### config.mk
export PLATFORM = sky130hd
export DESIGN_NAME = bmas_table
export DESIGN_NICKNAME = d
export VERILOG_FILES = /design/src/rtl/best_mismatch_alignment_set_assert.svh /design/src/rtl/bmas_pkg.sv /design/src/rtl/bmas_table.sv
export SDC_FILE = /design/constraint.sdc
export NUM_CORES = 2
export LEC_CHECK = 0
export ABC_AREA = 1
export BUFFER_PORTS_ARGS = -buffer_cell sky130_fd_sc_hd__clkbuf_2
export CORE_ASPECT_RATIO = 2
export CORE_UTILIZATION = 23
export DETAILED_ROUTE_END_ITERATION = 16
export PLACE_DENSITY = 0.45
export SETUP_SLACK_MARGIN = 0.02
export SLEW_MARGIN = 0
export SYNTH_ARGS = -nofsm -noshare
export SYNTH_HDL_FRONTEND = slang
export SYNTH_SLANG_ARGS = --single-unit
### constraint.sdc
create_clock -name clk -period 9.7 [get_ports clk]
set_clock_uncertainty 0.1 [all_clocks]
set_input_delay 1.94 -clock clk [delete_from_list [all_inputs] [get_ports clk]]
set_output_delay 1.94 -clock clk [all_outputs]
set_load 0.01 [all_outputs]
### src/rtl/best_mismatch_alignment_set_assert.svh
// Assertion macros for the best mismatch alignment set block.
// Included by the top level only; no other dependencies.
`ifndef BEST_MISMATCH_ALIGNMENT_SET_ASSERT_SVH
`define BEST_MISMATCH_ALIGNMENT_SET_ASSERT_SVH
`ifndef SYNTHESIS
// same-cycle implication
`define BMAS_ASSERT_IMPL(label, clk, rst, ante, cons) \
  label: assert property (@(posedge clk) disable iff (rst) (ante) |-> (cons)) \
    else $error("assertion failed");
// next-cycle implication
`define BMAS_ASSERT_NEXT(label, clk, rst, ante, cons) \
  label: assert property (@(posedge clk) disable iff (rst) (ante) |=> (cons)) \
    else $error("assertion failed");
`else
`define BMAS_ASSERT_IMPL(label, clk, rst, ante, cons)
`define BMAS_ASSERT_NEXT(label, clk, rst, ante, cons)
`endif
`endif

### src/rtl/bmas_pkg.sv
// Shared types and status codes for the best mismatch alignment set.
// No dependencies.
package bmas_pkg;

  localparam logic [2:0] ST_ADDED   = 3'd0;
  localparam logic [2:0] ST_DUP     = 3'd1;
  localparam logic [2:0] ST_WORSE   = 3'd2;
  localparam logic [2:0] ST_FULL    = 3'd3;
  localparam logic [2:0] ST_CLEARED = 3'd4;

  typedef struct packed {
    logic [23:0] tid;
    logic [23:0] pos;
    logic [15:0] frag;
  } entry_t;

  typedef struct packed {
    logic rd_en;
    logic wr_en;
  } tab_req_t;

endpackage

### src/rtl/bmas_table.sv
// Entry memory with registered read port and the shared duplicate comparator.
// Depends on bmas_pkg.
module bmas_table import bmas_pkg::*; #(
  parameter int MAX_ENTRIES = 64
) (
  input  logic                           clk,
  input  tab_req_t                       req,
  input  logic [$clog2(MAX_ENTRIES)-1:0] rd_addr,
  input  logic [$clog2(MAX_ENTRIES)-1:0] wr_addr,
  input  entry_t                         wr_data,
  input  entry_t                         key,
  output logic                           match
);

  entry_t mem [MAX_ENTRIES];
  entry_t rd_data;

  always_ff @(posedge clk) begin
    if (req.wr_en) begin
      mem[wr_addr] <= wr_data;
    end
    if (req.rd_en) begin
      rd_data <= mem[rd_addr];
    end
  end

  // one entry compared per cycle
  assign match = (rd_data == key);

endmodule

==> impl_summary.md <==
Status
The run finished with clean final reports.

Placed design
Before CTS, the worst setup slack after placement is 2120 ps. The detailed placement HPWL is 324 mm. The final weighted congestion of routability-driven global placement is 0.762. During placement, the flow inserted port buffers numbering 143.

The number of placed instances, taps included, is 22,700.

Pwr
The worst ir drop on vdd is 0.000131 V. In this run the power density over the cells is 194 nW/µm². In this run the static leakage power is 63.8 nW.

CTS
The longest clock path from root to sink contains 4 buffers. The clock root buffer is clkbuf_16. The CTS clock-pin slew for the worst setup and hold paths is 70 ps. The clock reaches the later pin of the worst-skew pair after 960 ps. The post-cts resize count is 0. Buffers inserted to repair hold after CTS numbered 0. The CTS tree is built. The clock net in this run drives a total of 4,160 sinks. In this run the number of H-tree levels came out at 5.

The number of buffers created by CTS is 342. The number of setup buffers added after CTS is 0.

Synthesis
In this run the cell area of the synthesized design comes to 167,000 µm². The yosys synthesis warning count is 0. The number of storage elements in the synthesis netlist is 4,160. Synthesis instantiated 22 different standard cells from the library.

For this run, the register share of the synthesized area comes to 0.749. Of the post-synthesis cell area, the dominant cell type holds 0.749. The synthesized area per cell is 12.3 µm². The post-synthesis cell type with the largest combined area is edfxtp_1. By area the synthesized netlist is led by edfxtp_1 (75%), nand3_1 (12%), nand2_1 (10%). Synthesis produced 13,600 cells. The number of nets handed over by synthesis was 13,700.

Die
The die outline width is 604 µm. The site row count is 442. The die area is 729,000 µm². The vertical die dimension is 1.21 mm. 144 I/O pins were placed. After floorplanning, the core was sized to cover 723,000 µm². For this configuration, the core starts out at a cell density of 0.231.

Timing
The final hold violation count is 0. The upper clock frequency limit is 0.133 GHz. In the finished design, the share of the clock period the worst path needs comes to 0.776. The time the final worst path needs with I/O delays and setup is 7530 ps. Setup total negative slack on the finished layout was measured at 0 ps. Setup violations remaining at the end of the flow were counted as 0. Setup slack closes at 2170 ps.

Setup repair after global routing left no endpoint under its margin. The transition time at the pin with the least slew margin is 1380 ps. The final max-slew violation count is 0. The worst pin sits at a relative slew slack of 0.0770.

Drt
After detailed routing, the total wire length is 625 mm. In the final routed layout, each cell accounts on average for 26.8 µm. The number of detailed-route iterations in the first pass is 6. The starting DRC count in detailed routing is 9,404. The remaining antenna violation count is 0. The number of design rule violations left after detail routing is 0.

The via count of the routed design is 109,000. The detail-routed via count per cell is 4.68.

GRT
The number of antenna violations at the first check in global routing is 46. The total track usage is 0.166. The first global-routing pass estimated 860 mm of wire. The total overflow left after global routing is 0. The via count of the first global-routing pass is 105,000. Entering global routing, the biggest net connects 185 pins.

Setup path
The data arrival time of the critical path is 5490 ps. The worst reg-to-reg setup slack is 7710 ps. The sort of element at the end of the critical path is an output port. The critical setup path kind is in2out. The signal on the critical path passes through clkbuf_2, xnor2_1, nand2_1, nor2_2, nand2_1, nor2_1, nand2_1, nor2_1, clkbuf_2. The highest-delay cell along the critical path is nor2_1. The delay contributed by the slowest stage of the critical path is 770 ps. The worst setup path is launched from an input pin. Along the worst path, the maximum fanout reaches 1. In this run the critical register-to-register path is launched from mem[55][44]. The required time of the critical path is 7660 ps. By instance count, the cell type seen most on the critical path is nand2_1. Tracing the worst setup path back leads to its startpoint at key[24].

Run
The max-capacitance violation count is 0.

Min path
The worst hold path begins at mem[28][26]. In this run the worst hold path is classified as reg2reg.

Finish
Measured on the finished design, the core utilization comes to 0.262. The fraction of final layout cells sized beyond drive strength 1 is 0.0757. The number of standard cells in the layout, taps in and fillers out is 23,300.

In the final design database the tool counted 13,600 nets. Compared with the post-synthesis result, the final layout area differs by 13.7%.
## final cells by class
class	count	area [µm²]
Antenna cell	16	40.0
Clock inverter	220	2150
Sequential cell	4160	125000
Clock buffer	407	9010
Multi-Input combinational cell	8473	37400
Tap cell	9546	11900
Fill cell	75000	534000
Inverter	30	173
Timing Repair Buffer	446	3850
## cell usage after synthesis, drive strengths merged
cell	number
xor2	16
inv	30
edfxtp	4160
nand2	4452
o21ai	5
xnor2	30
clkbuf	142
buf	755
or2	12
nor3	8
o211ai	1
nand4	10
nand3	3856
nor4	8
nor2	75
## cells in the final DEF, fill, tap and decap left out, drive strengths merged
| cell type | count |
|---|---|
| o211ai | 1 |
| nor2 | 75 |
| nand4 | 10 |
| bufinv | 32 |
| clkbuf | 543 |
| xnor2 | 30 |
| inv | 45 |
| nor3 | 8 |
| nor4 | 8 |
| or2 | 12 |
| nand2 | 4452 |
| diode | 16 |
| buf | 310 |
| nand3 | 3856 |
| edfxtp | 4160 |
| o21ai | 5 |
| clkinv | 156 |
| clkinvlp | 17 |
| xor2 | 16 |
## stage by stage
| step | hold WS [ps] | power, mW | instance area, µm² |
|---|---|---|---|
| after global placement | 766 | 22.7 | 178000 |
| after floorplan | 697 | 21.6 | 167000 |
| after CTS | 778 | 37.0 | 189000 |
| after global routing | 858 | 37.7 | 189000 |
| after detailed placement | 760 | 22.7 | 178000 |
| final | 776 | 36.7 | 190000 |
## cell families after synthesis
| family | after synthesis | share of synthesized area |
|---|---|---|
| AO/OA/AOI/OAI | 6 | 0.000195 |
| XOR/XNOR | 46 | 0.00242 |
| buffers and inverters | 927 | 0.0293 |
| flip-flops | 4160 | 0.749 |
| AND/OR/NAND/NOR | 8421 | 0.219 |
## critical path, delay by kind of cell
kind | cells | cell delay, ps
buf+inv | 2 | 470
xor+xnor | 1 | 450
simple gates | 6 | 2600
## report_power, final
part,internal (mW),switching (mW)
registers,19.9,0.0721
clock network,7.57,6.86
logic,0.530,1.76
## registers in the layout, summed over array words and instances (netlist names)
name,cells
mem,4096
rd_data,64
## worst paths after layout
| check | cells past startpoint | end |
|---|---|---|
| worst min register to register | 8 | rd_data[26] |
| worst max-delay path | 9 | match |
| worst min-delay path | 8 | rd_data[26] |
| worst max register to register | 8 | rd_data[44] |
## routing by layer
layer / GRT usage / vias up / wire, µm
met1: 0.193 / 56900 / 240000
met3: 0.0148 / 942 / 26900
met4: 0.0688 / 12 / 28600
met5: 0 / - / 64
li1: - / 48000 / -
met2: 0.311 / 3203 / 330000
Power figures use the tool's default switching activity.
