[src/rtl/best_mismatch_alignment_set_assert.svh]
// Assertion macros for the best mismatch alignment set block.
// Included by the top level only; no other dependencies.
`ifndef BEST_MISMATCH_ALIGNMENT_SET_ASSERT_SVH
`define BEST_MISMATCH_ALIGNMENT_SET_ASSERT_SVH
`ifndef SYNTHESIS
// same-cycle implication
`define BMAS_ASSERT_IMPL(label, clk, rst, ante, cons) \
  label: assert property (@(posedge clk) disable iff (rst) (ante) |-> (cons)) \
    else $error("assertion failed");
// next-cycle implication
`define BMAS_ASSERT_NEXT(label, clk, rst, ante, cons) \
  label: assert property (@(posedge clk) disable iff (rst) (ante) |=> (cons)) \
    else $error("assertion failed");
`else
`define BMAS_ASSERT_IMPL(label, clk, rst, ante, cons)
`define BMAS_ASSERT_NEXT(label, clk, rst, ante, cons)
`endif
`endif

[src/rtl/bmas_pkg.sv]
// Shared types and status codes for the best mismatch alignment set.
// No dependencies.
package bmas_pkg;

  localparam logic [2:0] ST_ADDED   = 3'd0;
  localparam logic [2:0] ST_DUP     = 3'd1;
  localparam logic [2:0] ST_WORSE   = 3'd2;
  localparam logic [2:0] ST_FULL    = 3'd3;
  localparam logic [2:0] ST_CLEARED = 3'd4;

  typedef struct packed {
    logic [23:0] tid;
    logic [23:0] pos;
    logic [15:0] frag;
  } entry_t;

  typedef struct packed {
    logic rd_en;
    logic wr_en;
  } tab_req_t;

endpackage

[src/rtl/bmas_ctrl.sv]
// Sequencer: for an add, scans stored entries for a duplicate, then applies the update; a clear skips the scan.
// Depends on bmas_pkg; drives bmas_table.
module bmas_ctrl import bmas_pkg::*; #(
  parameter int MAX_ENTRIES = 64
) (
  input  logic                             clk,
  input  logic                             rst,
  input  logic                             in_valid,
  output logic                             in_stall,
  input  logic                             action,
  input  logic [23:0]                      transcript_id,
  input  logic [23:0]                      start_pos,
  input  logic [15:0]                      frag_length,
  input  logic [7:0]                       mismatches,
  input  logic [7:0]                       bound,
  output logic                             out_valid,
  input  logic                             out_stall,
  output logic [2:0]                       status,
  output logic [$clog2(MAX_ENTRIES+1)-1:0] entry_total,
  output logic [7:0]                       best_mm,
  output logic                             frag_discrepant,
  output tab_req_t                         req,
  output logic [$clog2(MAX_ENTRIES)-1:0]   rd_addr,
  output logic [$clog2(MAX_ENTRIES)-1:0]   wr_addr,
  output entry_t                           key,
  input  logic                             match
);

  localparam int CNT_W = $clog2(MAX_ENTRIES + 1);
  localparam int IDX_W = $clog2(MAX_ENTRIES);
  localparam logic [CNT_W-1:0] MAX_CNT = CNT_W'(MAX_ENTRIES);

  typedef enum logic [1:0] {S_IDLE, S_SCAN, S_DECIDE} state_t;

  state_t           state;
  logic             act_clr;
  logic             dup;
  logic [7:0]       mm;
  logic [CNT_W-1:0] scan_idx;
  logic [CNT_W-1:0] count;
  logic [7:0]       best;
  logic [15:0]      first_frag;
  logic             disc;

  logic             accept;
  logic             slot_free;
  logic             fire;
  logic [CNT_W-1:0] base_cnt;
  logic             can_add;

  assign in_stall  = (state != S_IDLE);
  assign accept    = in_valid && !in_stall;
  assign slot_free = !out_valid || !out_stall;
  assign fire      = (state == S_DECIDE) && slot_free;

  // a better count restarts the table at slot zero
  assign base_cnt = (mm < best) ? '0 : count;
  assign can_add  = !act_clr && !dup && (mm <= best) && (base_cnt < MAX_CNT);

  always_comb begin
    req.rd_en = (accept && !action && (count != '0)) ||
                ((state == S_SCAN) && !match && (scan_idx != count));
    req.wr_en = fire && can_add;
  end

  assign rd_addr = (state == S_IDLE) ? '0 : scan_idx[IDX_W-1:0];
  assign wr_addr = base_cnt[IDX_W-1:0];

  assign entry_total     = count;
  assign best_mm         = best;
  assign frag_discrepant = disc;

  always_ff @(posedge clk) begin
    if (rst) begin
      state      <= S_IDLE;
      count      <= '0;
      best       <= 8'hFF;
      first_frag <= '0;
      disc       <= 1'b0;
      out_valid  <= 1'b0;
    end else begin
      if (fire) begin
        out_valid <= 1'b1;
      end else if (!out_stall) begin
        out_valid <= 1'b0;
      end
      unique case (state)
        S_IDLE: begin
          if (accept) begin
            key      <= '{tid: transcript_id, pos: start_pos, frag: frag_length};
            mm       <= mismatches;
            act_clr  <= action;
            dup      <= 1'b0;
            scan_idx <= CNT_W'(1);
            state    <= (action || (count == '0)) ? S_DECIDE : S_SCAN;
          end
        end
        S_SCAN: begin
          if (match) begin
            dup   <= 1'b1;
            state <= S_DECIDE;
          end else if (scan_idx == count) begin
            state <= S_DECIDE;
          end else begin
            scan_idx <= scan_idx + CNT_W'(1);
          end
        end
        S_DECIDE: begin
          if (slot_free) begin
            state <= S_IDLE;
            if (act_clr) begin
              count      <= '0;
              first_frag <= '0;
              disc       <= 1'b0;
              best       <= bound;
              status     <= ST_CLEARED;
            end else if (dup) begin
              status <= ST_DUP;
            end else if (mm > best) begin
              status <= ST_WORSE;
            end else if (!can_add) begin
              status <= ST_FULL;
            end else begin
              best   <= mm;
              count  <= base_cnt + CNT_W'(1);
              status <= ST_ADDED;
              if (base_cnt == '0) begin
                first_frag <= key.frag;
                disc       <= 1'b0;
              end else if (key.frag != first_frag) begin
                disc <= 1'b1;
              end
            end
          end
        end
        default: state <= S_IDLE;
      endcase
    end
  end

endmodule

[config.mk]
export PLATFORM = sky130hd
export DESIGN_NAME = bmas_ctrl
export DESIGN_NICKNAME = d
export VERILOG_FILES = /design/src/rtl/best_mismatch_alignment_set_assert.svh /design/src/rtl/bmas_pkg.sv /design/src/rtl/bmas_ctrl.sv
export SDC_FILE = /design/constraint.sdc
export NUM_CORES = 1
export LEC_CHECK = 0
export ABC_AREA = 1
export BUFFER_PORTS_ARGS = -buffer_cell sky130_fd_sc_hd__buf_2
export CAP_MARGIN = 20
export CORE_UTILIZATION = 36
export DETAILED_ROUTE_END_ITERATION = 8
export GPL_TIMING_DRIVEN = 1
export PLACE_DENSITY = 0.73
export SLEW_MARGIN = 20
export SYNTH_ARGS = -nofsm -noshare
export SYNTH_HDL_FRONTEND = slang
export SYNTH_SLANG_ARGS = --single-unit
export TNS_END_PERCENT = 100
[constraint.sdc]
create_clock -name clk -period 12.4 [get_ports clk]
set_input_delay 1.86 -clock clk [delete_from_list [all_inputs] [get_ports clk]]
set_output_delay 1.86 -clock clk [all_outputs]
set_load 0.01 [all_outputs]
==> impl_metrics.yaml <==
outcome:
  status: "complete, no violations"
setup_path:
  worst-path-max-fanout: 2
  crit_path_start_kind: "input pin"
  required_ns: 10.54
  critical_path.endpoint: "req[1]"
  r2r_cells: 4
  crit_path_end_kind: "output port"
  r2r-start: "state[1]"
  rrSetupSlack_ns: 9.48
  critPathKind: "input pin to output port"
  cp-startpoint: "action"
  reg2reg_to: "key[0]"
  arrival_ns: 2.57
global_routing:
  grt_pass1_vias: 3810
  grt_pass1_wl_mm: 18.5
  antenna_found_initial: 0
  use_met1_pct: 19.0
  use_met2_pct: 28.3
  globalRoute.busiestLayer: "met2"
  grtUsageTotal_pct: 16.9
  grt_max_degree: 40
  grt_overflow_total: 0
  grt_use_met3_pct: 6.67
logic_synthesis:
  yosys-top-cells-area: "edfxtp_1, dfxtp_1, nand2_1"
  syn-num-nets: 568
  synthMuxAreaShare_pct: 0
  synth_seq_cells: 119
  synth.distinct_cells: 36
  ys_seq_area_share_pct: 63.1
  synth_area_per_cell_um2: 10.8
  synth_common_cells: "nand2_1, edfxtp_1, inv_1"
  yosys.area_share.simple_pct: 17.3
  ys_warn_count: 0
  synth_compound_area_share_pct: 7.28
  yosysTopAreaCellShare_pct: 49.4
  async_flop_share_pct: 0
  syn_inst: 471
  ys.flop_type: "edfxtp_1"
  synth_xor_area_share_pct: 3.60
  synth_edf_count: 84
  synth_top_family_by_area: "simple AND/OR/NAND/NOR gates"
  synth_area_mm2: 0.00511
  synth_fa_ha_area_share_pct: 2.69
  yosysMostFrequentCell: "nand2_1"
  synth.largest_area_cell: "edfxtp_1"
cells_and_area:
  fin_nets: 761
  area_delta_synth_final_pct: 33.1
  final_cells: 857
  fillCellCount: 1313
  final_util_pct: 49.0
  final_area_mm2: 0.00680
  diodes: 0
  drive_above_1_share_pct: 37.5
floorplanning:
  die_w_um: 121
  start_util_pct: 36.8
  num_rows: 43
  core_mm2: 0.0139
  die_y_um: 121
  dieArea_mm2: 0.0147
  io_pins: 185
power:
  p_clk_share_pct: 44.8
  power_switching_w: 0.000284
  sw_frac_of_total_pct: 25.5
  p_int_w: 0.000829
  p_leak_nw: 3.06
  pwr-share-comb_pct: 12.5
  power_density_mw_per_mm2: 164
  pwr-share-seq_pct: 42.7
  vdd_drop_max_uv: 120
route:
  drt_wl_total_mm: 12.0
  vias_per_cell: 4.53
  antenna_left: 0
  drt_iter0_markers: 177
  drt-wirelength-per-cell_um: 14.0
  drt_pass1_iterations: 4
  vias: 3879
  drc: 0
clocking:
  cts_sinks: 119
  cts_setup_buffers: 0
  clk_pin_slew_ns: 0.05
  clockRootBuffer: "clkbuf_16"
  clk_path_buf_depth: 2
  clk_latency_ns: 0.40
  cts-resized-gates: 0
  cts_tree: "done"
  postCtsHoldBufs: 0
  cts_buffers: 17
  cts-htree-levels: 4
placed_design:
  dpl.cell_count: 825
  dp_hpwl_mm: 8.82
  port_buffers: 184
  placed_cell_area_mm2: 0.00619
  place.gp.congestion: 0.784
timing:
  drv_slew: 0
  worst_pin_slew_ns: 0.993
  min_period_ns: 4.43
  post-route-period-util_pct: 35.7
  slew_headroom_pct: 33.7
  holdWs_ns: 0.446
  setup_violations: 0
  skew_ns: 0.00920
  rsz0062_at_grt: "no"
  fin_setup_tns_ns: 0
  fmax_mhz: 226
  hold_viol_final: 0
worst_hold_path:
  hold_class: "register to register"
  holdPathStages: 2
flow_run:
  drv_cap: 0
worst min path at each step:
stage | startpoint | to | slack (ns)
2_1_floorplan | act_clr | status[2] | 0.43
3_3_place_gp | frag_discrepant | frag_discrepant | 0.43
3_5_place_dp | frag_discrepant | frag_discrepant | 0.44
4_1_cts | frag_discrepant | frag_discrepant | 0.44
5_1_grt | first_frag[13] | first_frag[13] | 0.48
6_report | frag_discrepant | frag_discrepant | 0.45
metrics by stage:
step                      worst slack [ns]  power (W)
final                                 7.97    0.00111
after global routing                  7.93    0.00116
after CTS                             7.98    0.00112
after detailed placement              7.98   0.000625
after global placement                8.02   0.000621
after floorplan                       6.56   0.000572
state kept, by name, summed over array words and instances (netlist names):
signal / cells
act_clr: 1
best_mm: 8
dup: 1
entry_total: 7
first_frag: 16
frag_discrepant: 1
key: 64
mm: 8
out_valid: 1
scan_idx: 7
state: 2
status: 3
power groups by stage:
stage / clock, W / sequential [W] / combinational, W
4_1_cts: 0.000506 / 0.000476 / 0.000141
5_1_grt: 0.000523 / 0.000479 / 0.000155
2_1_floorplan: 0 / 0.000491 / 0.0000808
3_5_place_dp: 0 / 0.000483 / 0.000141
6_report: 0.000498 / 0.000475 / 0.000139
3_3_place_gp: 0 / 0.000483 / 0.000139
metal layers:
metal	up-vias	part of all wire, %
li1	1961	-
met1	1767	42
met2	143	49
met3	8	8.3
met4	0	0.67
met5	-	0
area by class of cell:
class	instances	area (um^2)	area share, %
flip-flops and latches	119	3220	47.4
multi-input cells	280	1590	23.3
repair buffers	186	936	13.8
clock buffers	18	429	6.31
inverters	60	225	3.31
well taps	180	225	3.31
clock inverters	14	173	2.54
layout by cell type, fill, tap and decap left out, types with 2 or more instances in the layout:
master     netlist  final
nand4_1          6      6
buf_2            5    184
inv_6            0      3
o21bai_1         5      5
inv_1           56     56
edfxtp_1        84     84
clkinv_4         0      4
nand2_4          4      4
buf_4            2      2
nor2_4           2      3
or2_2            9      9
nor2_1          52     51
inv_2            4      4
bufinv_16        0      3
nand2_2          4      4
nand3_1         24     24
a21oi_1         15     15
xor2_1           2      2
xnor2_1         19     19
o211ai_2         8      8
nor3_1           7      7
clkinv_2         0      2
o21ai_0         15     15
dfxtp_1         35     35
ha_1            11     11
clkbuf_16        0     17
nand2_1         86     86
kinds of logic (layout without fill, tap and decap cells):
kind of cell	after synthesis	in the layout
buffers and inverters	72	278
adder cells (fa/ha/maj)	11	11
flip-flops	119	119
AO/OA/AOI/OAI	51	51
XOR/XNOR	21	21
AND/OR/NAND/NOR	197	197
critical path, cell delays in order:
cell and delay, ns:
buf_2 0.11, nor2_1 0.22, nand3_1 0.14, nand2_1 0.12, buf_2 0.13
Note: power is estimated with default switching activity, not from simulation.
